File: src/design/bufu_pkg.sv
`timescale 1ns / 1ps
// shared types, constants and helpers for the buffered uart fifo block
package bufu_pkg;

  localparam int RX_DEPTH = 128;
  localparam int TX_DEPTH = 128;

  localparam int RX_AW = (RX_DEPTH > 1) ? $clog2(RX_DEPTH) : 1;
  localparam int TX_AW = (TX_DEPTH > 1) ? $clog2(TX_DEPTH) : 1;
  localparam int RX_CW = $clog2(RX_DEPTH + 1);
  localparam int TX_CW = $clog2(TX_DEPTH + 1);

  typedef logic [RX_AW-1:0] rx_ptr_t;
  typedef logic [TX_AW-1:0] tx_ptr_t;
  typedef logic [RX_CW-1:0] rx_cnt_t;
  typedef logic [TX_CW-1:0] tx_cnt_t;

  typedef enum logic [2:0] {
    FUNC_LINE_BYTE  = 3'd0,
    FUNC_LINE_READY = 3'd1,
    FUNC_HOST_READ  = 3'd2,
    FUNC_HOST_WRITE = 3'd3,
    FUNC_CLR_ERR    = 3'd4,
    FUNC_CLR_CNT    = 3'd5
  } func_t;

  localparam logic [1:0] STAT_OK    = 2'd0;
  localparam logic [1:0] STAT_EMPTY = 2'd1;
  localparam logic [1:0] STAT_FULL  = 2'd2;

  localparam logic [2:0] ERR_NONE     = 3'd0;
  localparam logic [2:0] ERR_FRAME    = 3'd1;
  localparam logic [2:0] ERR_OVERRUN  = 3'd2;
  localparam logic [2:0] ERR_PARITY   = 3'd3;
  localparam logic [2:0] ERR_OVERFLOW = 3'd4;

  localparam logic [4:0] FLAG_FRAME    = 5'h01;
  localparam logic [4:0] FLAG_OVERRUN  = 5'h02;
  localparam logic [4:0] FLAG_PARITY   = 5'h04;
  localparam logic [4:0] FLAG_OVERFLOW = 5'h08;
  localparam logic [4:0] FLAG_TIMEOUT  = 5'h10;

  // events of one item that touch the status registers
  typedef struct packed {
    logic       rx_push;
    logic       tx_pop;
    logic       tx_push;
    logic       timeout;
    logic       clr_err;
    logic       clr_cnt;
    logic       tx_idle;
    logic       err_valid;
    logic [2:0] err_code;
  } bufu_evt_t;

  function automatic logic [4:0] err_flag(logic [2:0] code);
    logic [4:0] f;
    case (code)
      ERR_FRAME:    f = FLAG_FRAME;
      ERR_OVERRUN:  f = FLAG_OVERRUN;
      ERR_PARITY:   f = FLAG_PARITY;
      ERR_OVERFLOW: f = FLAG_OVERFLOW;
      default:      f = 5'h00;
    endcase
    return f;
  endfunction

endpackage

File: src/design/bufu_rx_fifo.sv
`timescale 1ns / 1ps
// receive ring buffer: byte memory, pointers and fill count
module bufu_rx_fifo (
  input  logic              clk,
  input  logic              rst,
  input  logic              push,
  input  logic [7:0]        push_data,
  input  logic              pop,
  output bufu_pkg::rx_cnt_t fill,
  output logic [7:0]        rdata
);
  import bufu_pkg::*;

  logic [7:0] mem [RX_DEPTH];
  rx_ptr_t    wr_ptr;
  rx_ptr_t    rd_ptr;

  always_ff @(posedge clk) begin
    if (push) begin
      mem[wr_ptr] <= push_data;
    end
    if (pop) begin
      rdata <= mem[rd_ptr];
    end
  end

  always_ff @(posedge clk) begin
    if (rst) begin
      wr_ptr <= '0;
      rd_ptr <= '0;
      fill   <= '0;
    end else begin
      if (push) begin
        wr_ptr <= (wr_ptr == RX_AW'(RX_DEPTH - 1)) ? '0 : wr_ptr + 1'b1;
        fill   <= fill + 1'b1;
      end else if (pop) begin
        rd_ptr <= (rd_ptr == RX_AW'(RX_DEPTH - 1)) ? '0 : rd_ptr + 1'b1;
        fill   <= fill - 1'b1;
      end
    end
  end

endmodule

File: src/design/bufu_tx_fifo.sv
`timescale 1ns / 1ps
// transmit ring buffer: byte memory, pointers and fill count
module bufu_tx_fifo (
  input  logic              clk,
  input  logic              rst,
  input  logic              push,
  input  logic [7:0]        push_data,
  input  logic              pop,
  output bufu_pkg::tx_cnt_t fill,
  output logic [7:0]        rdata
);
  import bufu_pkg::*;

  logic [7:0] mem [TX_DEPTH];
  tx_ptr_t    wr_ptr;
  tx_ptr_t    rd_ptr;

  always_ff @(posedge clk) begin
    if (push) begin
      mem[wr_ptr] <= push_data;
    end
    if (pop) begin
      rdata <= mem[rd_ptr];
    end
  end

  always_ff @(posedge clk) begin
    if (rst) begin
      wr_ptr <= '0;
      rd_ptr <= '0;
      fill   <= '0;
    end else begin
      if (push) begin
        wr_ptr <= (wr_ptr == TX_AW'(TX_DEPTH - 1)) ? '0 : wr_ptr + 1'b1;
        fill   <= fill + 1'b1;
      end else if (pop) begin
        rd_ptr <= (rd_ptr == TX_AW'(TX_DEPTH - 1)) ? '0 : rd_ptr + 1'b1;
        fill   <= fill - 1'b1;
      end
    end
  end

endmodule

File: src/design/bufu_status.sv
`timescale 1ns / 1ps
// sticky error flags, latest error code, byte counters and send request
module bufu_status (
  input  logic                clk,
  input  logic                rst,
  input  bufu_pkg::bufu_evt_t evt,
  output logic [4:0]          sticky,
  output logic [2:0]          last_err,
  output logic [15:0]         rx_total,
  output logic [15:0]         tx_total,
  output logic                send_en
);
  import bufu_pkg::*;

  always_ff @(posedge clk) begin
    if (rst) begin
      sticky   <= '0;
      last_err <= ERR_NONE;
      rx_total <= '0;
      tx_total <= '0;
      send_en  <= 1'b0;
    end else begin
      if (evt.clr_err) begin
        sticky <= '0;
      end else begin
        sticky <= sticky | (evt.err_valid ? err_flag(evt.err_code) : 5'h00)
                         | (evt.timeout ? FLAG_TIMEOUT : 5'h00);
      end
      if (evt.err_valid) begin
        last_err <= evt.err_code;
      end
      if (evt.clr_cnt) begin
        rx_total <= '0;
        tx_total <= '0;
      end else begin
        if (evt.rx_push) begin
          rx_total <= rx_total + 16'd1;
        end
        if (evt.tx_pop) begin
          tx_total <= tx_total + 16'd1;
        end
      end
      if (evt.tx_push) begin
        send_en <= 1'b1;
      end else if (evt.tx_idle) begin
        send_en <= 1'b0;
      end
    end
  end

endmodule

File: src/design/buffered_uart_fifo_status.sv
`timescale 1ns / 1ps
// top level: item decode, fifo and status instances, result register
// Each accepted item yields one result, loaded into the output register in
// ST_DONE once that register is free, after the byte read from the receive
// or transmit buffer memory comes out of its registered read port. While
// results are taken as they appear, a new item is accepted every cycle. A
// result left waiting in the output register still lets one more item in;
// that item's result is held back, and further transfers are held off until
// the output register frees. Byte stores are synchronous memories; each item
// reads or writes at most one byte. Their contents are not cleared at reset,
// and fill counts keep unwritten entries from being read.
module buffered_uart_fifo_status (
  input  logic        clk,
  input  logic        rst,
  input  logic        in_valid,
  output logic        in_ready,
  input  logic [2:0]  func,
  input  logic [7:0]  byte_in,
  input  logic        frame_error,
  input  logic        overrun_error,
  input  logic        parity_error,
  output logic        out_valid,
  input  logic        out_ready,
  output logic [1:0]  status,
  output logic [7:0]  read_byte,
  output logic        line_valid,
  output logic [7:0]  line_byte,
  output logic        send_request,
  output logic [7:0]  rx_level,
  output logic [7:0]  tx_space,
  output logic [4:0]  error_bits,
  output logic [2:0]  latest_error,
  output logic [15:0] received_total,
  output logic [15:0] sent_total
);
  import bufu_pkg::*;

  typedef enum logic {ST_IDLE, ST_DONE} state_t;

  state_t     state;
  logic       out_free;
  logic       acc;
  bufu_evt_t  evt;
  logic       rx_pop;
  logic [1:0] acc_status;
  logic       rx_empty;
  logic       rx_full;
  logic       tx_empty;
  logic       tx_full;
  rx_cnt_t    rx_fill;
  tx_cnt_t    tx_fill;
  logic [7:0] rx_rdata;
  logic [7:0] tx_rdata;
  logic [4:0] sticky;
  logic [2:0] last_err;
  logic [15:0] rx_total;
  logic [15:0] tx_total;
  logic       send_en;
  logic [1:0] pend_status;
  logic       pend_read;
  logic       pend_line;
  tx_cnt_t    tx_free;

  assign out_free = !out_valid || out_ready;
  assign in_ready = (state == ST_IDLE) || out_free;
  assign acc      = in_valid && in_ready;

  assign rx_empty = (rx_fill == '0);
  assign rx_full  = (rx_fill == RX_CW'(RX_DEPTH));
  assign tx_empty = (tx_fill == '0);
  assign tx_full  = (tx_fill == TX_CW'(TX_DEPTH));
  assign tx_free  = TX_CW'(TX_DEPTH) - tx_fill;

  always_comb begin
    evt        = '0;
    rx_pop     = 1'b0;
    acc_status = STAT_OK;
    if (acc) begin
      case (func)
        FUNC_LINE_BYTE: begin
          // frame beats overrun beats parity; overflow only for a clean byte
          if (frame_error) begin
            evt.err_valid = 1'b1;
            evt.err_code  = ERR_FRAME;
          end else if (overrun_error) begin
            evt.err_valid = 1'b1;
            evt.err_code  = ERR_OVERRUN;
          end else if (parity_error) begin
            evt.err_valid = 1'b1;
            evt.err_code  = ERR_PARITY;
          end else if (rx_full) begin
            evt.err_valid = 1'b1;
            evt.err_code  = ERR_OVERFLOW;
          end else begin
            evt.rx_push = 1'b1;
          end
        end
        FUNC_LINE_READY: begin
          if (tx_empty) begin
            evt.tx_idle = 1'b1;
          end else begin
            evt.tx_pop = 1'b1;
          end
        end
        FUNC_HOST_READ: begin
          if (rx_empty) begin
            evt.timeout = 1'b1;
            acc_status  = STAT_EMPTY;
          end else begin
            rx_pop = 1'b1;
          end
        end
        FUNC_HOST_WRITE: begin
          if (tx_full) begin
            acc_status = STAT_FULL;
          end else begin
            evt.tx_push = 1'b1;
          end
        end
        FUNC_CLR_ERR: evt.clr_err = 1'b1;
        FUNC_CLR_CNT: evt.clr_cnt = 1'b1;
        default: ;
      endcase
    end
  end

  bufu_rx_fifo u_rx (
    .clk       (clk),
    .rst       (rst),
    .push      (evt.rx_push),
    .push_data (byte_in),
    .pop       (rx_pop),
    .fill      (rx_fill),
    .rdata     (rx_rdata)
  );

  bufu_tx_fifo u_tx (
    .clk       (clk),
    .rst       (rst),
    .push      (evt.tx_push),
    .push_data (byte_in),
    .pop       (evt.tx_pop),
    .fill      (tx_fill),
    .rdata     (tx_rdata)
  );

  bufu_status u_status (
    .clk      (clk),
    .rst      (rst),
    .evt      (evt),
    .sticky   (sticky),
    .last_err (last_err),
    .rx_total (rx_total),
    .tx_total (tx_total),
    .send_en  (send_en)
  );

  // state regs already hold post-item values when the result is loaded
  always_ff @(posedge clk) begin
    if (acc) begin
      pend_status <= acc_status;
      pend_read   <= rx_pop;
      pend_line   <= evt.tx_pop;
    end
    if (rst) begin
      state     <= ST_IDLE;
      out_valid <= 1'b0;
    end else begin
      if (out_valid && out_ready) begin
        out_valid <= 1'b0;
      end
      case (state)
        ST_IDLE: begin
          if (acc) begin
            state <= ST_DONE;
          end
        end
        ST_DONE: begin
          if (out_free) begin
            out_valid      <= 1'b1;
            status         <= pend_status;
            read_byte      <= pend_read ? rx_rdata : 8'd0;
            line_valid     <= pend_line;
            line_byte      <= pend_line ? tx_rdata : 8'd0;
            send_request   <= send_en;
            rx_level       <= 8'(rx_fill);
            tx_space       <= 8'(tx_free);
            error_bits     <= sticky;
            latest_error   <= last_err;
            received_total <= rx_total;
            sent_total     <= tx_total;
            state          <= acc ? ST_DONE : ST_IDLE;
          end
        end
        default: state <= ST_IDLE;
      endcase
    end
  end

  a_rx_fill_bound: assert property (@(posedge clk) disable iff (rst)
    rx_fill <= RX_CW'(RX_DEPTH))
    else $error("receive fill count above depth");

  a_read_drains: assert property (@(posedge clk) disable iff (rst)
    (acc && func == FUNC_HOST_READ && !rx_empty) |=> rx_fill == $past(rx_fill) - 1'b1)
    else $error("successful host read did not drain one byte");

  a_refused_write: assert property (@(posedge clk) disable iff (rst)
    (acc && func == FUNC_HOST_WRITE && tx_full) |=> $stable(tx_fill))
    else $error("refused write changed transmit fill");

  a_result_after_transfer: assert property (@(posedge clk) disable iff (rst)
    $rose(out_valid) |-> $past(state == ST_DONE))
    else $error("result raised without a pending item");

endmodule

File: config.mk
export PLATFORM = sky130hd
export DESIGN_NAME = buffered_uart_fifo_status
export DESIGN_NICKNAME = d
export VERILOG_FILES = /design/src/design/bufu_pkg.sv /design/src/design/bufu_rx_fifo.sv /design/src/design/bufu_tx_fifo.sv /design/src/design/bufu_status.sv /design/src/design/buffered_uart_fifo_status.sv
export SDC_FILE = /design/constraint.sdc
export NUM_CORES = 2
export LEC_CHECK = 0
export BUFFER_PORTS_ARGS = -buffer_cell sky130_fd_sc_hd__buf_4
export CORE_MARGIN = 3
export CORE_UTILIZATION = 45
export CTS_BUF_LIST = sky130_fd_sc_hd__clkbuf_2
export DETAILED_ROUTE_END_ITERATION = 12
export PLACE_DENSITY_LB_ADDON = 0.15
export REMOVE_ABC_BUFFERS = 1
export SLEW_MARGIN = 5
export SYNTH_ARGS = -nofsm -noshare
export SYNTH_HDL_FRONTEND = slang
export SYNTH_SLANG_ARGS = --single-unit
File: constraint.sdc
create_clock -name clk -period 7.2 [get_ports clk]
set_input_delay 0.72 -clock clk [delete_from_list [all_inputs] [get_ports clk]]
set_output_delay 0.72 -clock clk [all_outputs]
set_load 0.02 [all_outputs]
======== After elaboration in Yosys (flattened, before gate mapping) ========
Memory sizes are Yosys's and may differ from the RTL's. A register that Yosys moved wholly into a read port is not among the register bits.
Index checks and enable logic that the tools add are counted.
cells by class
  add/sub/neg operators ................... 11
  equal/unequal tests ..................... 15
  muxes and demuxes ....................... 52
  bitwise logic cells ..................... 6
  reductions and logical operators ........ 16
operators with widths
  operator               number
  $add 16x1->16 const B  2
  $mux 8                 4
  $mux 1                 30
  $add 7x1->7 const B    4
  $eq 7x7->1 const B     4
  $mux 7                 4
  $mux 4                 5
  $mux 5                 4
  $add 8x1->8 const B    2
  $eq 8x8->1 const B     2
  $logic_not 8->1        2
  $pmux 4 s4             1
  $sub 8x1->8 const B    2
  $eq 3x2->1 const B     4
  $mux 11                1
  $or 5x5->5             2
  $eq 3x3->1 const B     3
  $sub 8x8->8 const A    1
  $eq 3x1->1 const B     2
  $reduce_bool 2->1      3
  $not 1->1              4
  $pmux 2 s2             1
  $reduce_and 2->1       2
  $reduce_or 2->1        2
  7 further kinds        9
storage, ports and cells
  bits in registers ....................... 167
  memory bits (writable) .................. 2048
  input bits .............................. 18
  output and inout port bits .............. 78
  word-level logic and storage cells ...... 129
  memories ................................ 2
memory list
  memory    depth  width  read ports  clocked after memory_dff  wr ports  line                text
  u_rx.mem  128    8      1           1                         1         bufu_rx_fifo.sv:14  logic [7:0] mem [RX_DEPTH];
  u_tx.mem  128    8      1           1                         1         bufu_tx_fifo.sv:14  logic [7:0] mem [TX_DEPTH];

======== Logic depth before layout (Yosys ltp) ========
  depth after elaboration ................. 14
  depth in mapped cells ................... 13
  gate-level depth less buffers ........... 12

======== Modules after synthesis ========
A second synthesis with hierarchy kept.
unflattened totals
  cells, all modules ...................... 4499
  area, all modules ....................... 87630.3 um2
modules (own cells, without submodules)
  module                     instances  cells an instance  area an instance (um2)  sequential area each (um2)
  bufu_tx_fifo               1          2089               41539.8                 31430.1
  bufu_rx_fifo               1          2062               41337.1                 31430.1
  buffered_uart_fifo_status  1          157                2925.3                  2442.3
  bufu_status                1          191                1828.0                  820.8

======== Worst setup path after synthesis ========
No wires, ideal clock.
  kind .................................... in2reg
  start ................................... input rst
  end ..................................... register error_bits[0] (enable)
  setup time .............................. 619 ps
  data arrival time ....................... 6504 ps
  data required time ...................... 6581 ps
  slack ................................... 77 ps
  cell stages on the path ................. 2
  buffers on the path ..................... 1
  cells stage by stage .................... clkbuf_1 > nor3b_1
on the way
  word-level cells in the longest chain between the ends .. 2
ends and longest elaborated chain
  item                        line                              text
  start: declaration          buffered_uart_fifo_status.sv:14   input logic rst,
  $not 1->1 (no line)         -
  $reduce_and 3->1 (no line)  -
  end signal: assignment      buffered_uart_fifo_status.sv:188  error_bits <= sticky;
  end: declaration            buffered_uart_fifo_status.sv:31   output logic [4:0] error_bits,
Every way passes these cells.
A chain may end at the register's enable or synchronous reset.

======== Final worst setup path ========
  start ................................... register state
  end ..................................... memory u_rx.mem[48][7] (enable)
on the way
  word-level cells in the longest chain between the ends .. 6
ends and longest elaborated chain
  item                          line                              text
  start: declaration            buffered_uart_fifo_status.sv:40   state_t state;
  start signal: assignment      buffered_uart_fifo_status.sv:192  state <= acc ? ST_DONE : ST_IDLE;
  $not 1->1                     -
  $logic_or 1x1->1              buffered_uart_fifo_status.sv:65   assign in_ready = (state == ST_IDLE) || out_free;
  $logic_and 1x1->1             buffered_uart_fifo_status.sv:66   assign acc = in_valid && in_ready;
  $mux 11                       buffered_uart_fifo_status.sv:78   if (acc) begin
  $mux 1                        bufu_rx_fifo.sv:19                if (push) begin
  $mux 1 (implied by the code)  bufu_rx_fifo.sv:20                mem[wr_ptr] <= push_data;
  end: declaration              bufu_rx_fifo.sv:14
Every way passes these cells.

==> impl_metrics.toml <==
[power_and_ir_drop]
power_density_nw_per_um2 = 242
leakage_nw = 29.8
vdd_ir_drop_max_v = 0.000164

[drt]
drt-wirelength-per-cell_microns = 28.3
drcViolationCount = 0
firstDrtPassIters = 6
via_per_inst = 5.86
drt-initial-drc-count = 4758
routed_wl_microns = 225000
ant_nets = 0
vias = 46600

[setup_path]
reg2reg_slack_ns = 2.68
rr_endpoint = "u_rx.mem[48][7]"
r2r_cells = 9
arrival_ns = 5.90
cp.required_ns = 8.58
worstSetupPathType = "flop to flop"
cp_max_fo = 19
endpoint_kind = "flop"
cp-start-kind = "flop"
reg2reg_from = "state"

[logic_synthesis]
ys_seq_area_share_pct = 76.2
ys_top_cells_by_area = "edfxtp_1, mux4_2, mux2i_1, dfxtp_1, nor2_1"
synth_cell_types = 72
syn_area_sq_um = 86800
synth-edff-count = 2144
async_flop_share_pct = 0
synth_top_area_share_pct = 74.2
netlist_instances = 4496
synth_most_common_cell = "edfxtp_1"
synth_top_area_cell = "edfxtp_1"
synth.ff_latch_count = 2231
ys_warn_count = 0
synth_ff_type = "edfxtp_1"
yosys-top-cells-count = "edfxtp_1, mux4_2, nor2_1"
syn_avg_cell_area_sq_um = 19.3

[final_layout]
postLayoutCoreUtil_pct = 50.2
fin_area_sq_um = 95800
fin_nets = 5094
drive_above_1_share_pct = 27.6
syn_to_final_growth_pct = 10.4

[global_route]
grt_start_max_net_pins = 170
grt_pass1_wl_microns = 328000
antenna_found_initial = 7
grt_pass1_vias = 47100
grt_usage_pct = 22.7
gr-total-overflow = 0

[clocking]
htreeDepth = 6
clk_path_buf_depth = 4
cts_resized = 0
post_cts_buffers = 0
numCtsBuffers = 571
clk_pin_slew_worst_paths_ns = 0.09
clk_latency_ns = 1.80
cts-root-buf = "clkbuf_2"
cts_sinks = 2231
cts_tree = "yes"

[timing]
fmax_mhz = 221
setup_viol = 0
slew_viol_final = 0
worst_slew_pin_slew_ns = 1.27
final.min_clock_period_ns = 4.52
fin_worst_skew_ns = 0.105
hold_violations = 0
rsz0062_at_grt = "false"
relSlewSlack_pct = 15.6
fin_ws_ns = 2.68
fin_crit_sh_pct = 62.7

[placed_design]
hpwl_microns = 128000
place_area_sq_um = 90300
port_buffers = 95
dpl_worst_slack_ns = 2.69
place_congestion = 0.823

[die]
initial_core_util_pct = 45.4
io-pin-count = 96
dieArea_sq_um = 198000
die_w_microns = 445
dieHeight_microns = 445
core_area_sq_um = 191000
num_rows = 160

[status]
outcome = "completed"

[worst_hold_path]
hp-start = "byte_in[3]"
hold_path.class = "input port to flop"
hold_end = "u_rx.mem[83][3]"
whs_path_depth = 2

[job]
cap_violations = 0
[stage by stage]
stage | TNS (ns) | std cells | hold slack (ns) | power, mW
2_1_floorplan | -137.35 | 4251 | 0.400 | 14.8
3_3_place_gp | 0 | 6938 | 0.406 | 15.1
3_5_place_dp | 0 | 6938 | 0.412 | 15.1
4_1_cts | 0 | 7938 | 0.0163 | 23.4
5_1_grt | 0 | 7942 | 0.0800 | 24.2
6_report | 0 | 7944 | 0.226 | 23.2
[cell families (layout without fill, tap and decap cells)]
| family | after synthesis | count (layout) | share of synthesized area (%) |
|---|---|---|---|
| and+or+nand+nor | 780 | 780 | 4.01 |
| AOI/OAI and AO/OA | 472 | 472 | 3.84 |
| buffers and inverters | 273 | 1204 | 1.55 |
| DFF | 2231 | 2231 | 76.2 |
| other | 0 | 6 | 0 |
| xor gates and xnor gates | 57 | 57 | 0.575 |
| adders and majority gates | 21 | 21 | 0.320 |
| muxes | 662 | 662 | 13.5 |
[power breakdown]
part	leakage, nW	internal (mW)	total, mW	switching, mW
Combinational	6.01	0.167	0.559	0.392
Sequential	20.0	14.2	14.2	0.0201
Clock	3.82	3.43	8.37	4.95
Total	29.8	17.8	23.2	5.36
[registers in the layout (all words and copies together) (netlist names), 2 cells and up]
register,count
u_rx.mem,1024
u_tx.mem,1024
received_total,16
sent_total,16
u_status.rx_total,16
u_status.tx_total,16
line_byte,8
read_byte,8
rx_level,8
tx_space,8
u_rx.fill,8
u_rx.rdata,8
u_tx.fill,8
u_tx.rdata,8
u_rx.rd_ptr,7
u_rx.wr_ptr,7
u_tx.rd_ptr,7
u_tx.wr_ptr,7
error_bits,5
u_status.sticky,5
latest_error,3
u_status.last_err,3
pend_status,2
status,2
[worst max-delay path by stage]
stage,from,endpoint,slack (ns)
CTS,state,u_rx.mem[96][1],2.74
finish,state,u_rx.mem[48][7],2.68
global placement,frame_error,u_rx.mem[48][1],2.83
detailed placement,frame_error,u_rx.mem[96][5],2.69
global route,state,u_rx.mem[96][6],2.42
floorplan,u_rx.rd_ptr[0],u_rx.rdata[0],-6.14
[placed cells by master (no fill, tap or decap), types with 15 or more instances in the layout]
cell type	n
edfxtp_1	2144
clkbuf_2	827
mux4_2	406
nor2_1	369
mux2i_1	244
nand2_1	157
buf_4	155
a21oi_1	94
clkinv_1	85
dfxtp_1	80
nand3_1	59
a22oi_1	54
dlygate4sd3_1	50
o21ai_0	46
o22ai_1	44
a211oi_1	41
nor3_1	38
xnor2_1	36
o221ai_1	36
and2_1	30
a221oi_1	24
a22o_1	24
nand4_1	23
a2111oi_0	22
inv_1	21
nor2b_1	21
xor2_1	21
ha_1	19
buf_12	17
inv_2	15
[area by class of cell]
cell class / instances / area (sq um)
Antenna cell: 6 / 15.0
Clock buffer: 827 / 4140
Timing Repair Buffer: 231 / 2140
Sequential cell: 2231 / 66100
Clock inverter: 118 / 749
Multi-Input combinational cell: 1992 / 19400
Tap cell: 2511 / 3140
Fill cell: 15800 / 95200
Inverter: 28 / 105
[worst max-delay path, stage by stage (launching register included)]
cell and delay, ns:
dfxtp_1 0.33, and3b_1 0.25, nor4_2 0.25, dlygate4sd3_1 0.60, buf_4 0.14, and2_1 0.62, inv_2 0.29, nor2_2 0.24
nand2_2 0.58, nor2_1 0.79
[routing by layer]
layer  track usage (%)  wire, microns  share of wire [%]
met5                 0              9             0.0040
met4              6.36           3980                1.8
met3              5.14          19700                8.8
met2              33.7         103000                 46
met1              33.8          98500                 44
[what timing repair did]
item / CTS / global route
hold buffers: 55 / 0
endpoints found under the hold margin: 1826 / 0
setup endpoints to repair: 0 / 0
Power figures use the tool's default switching activity.
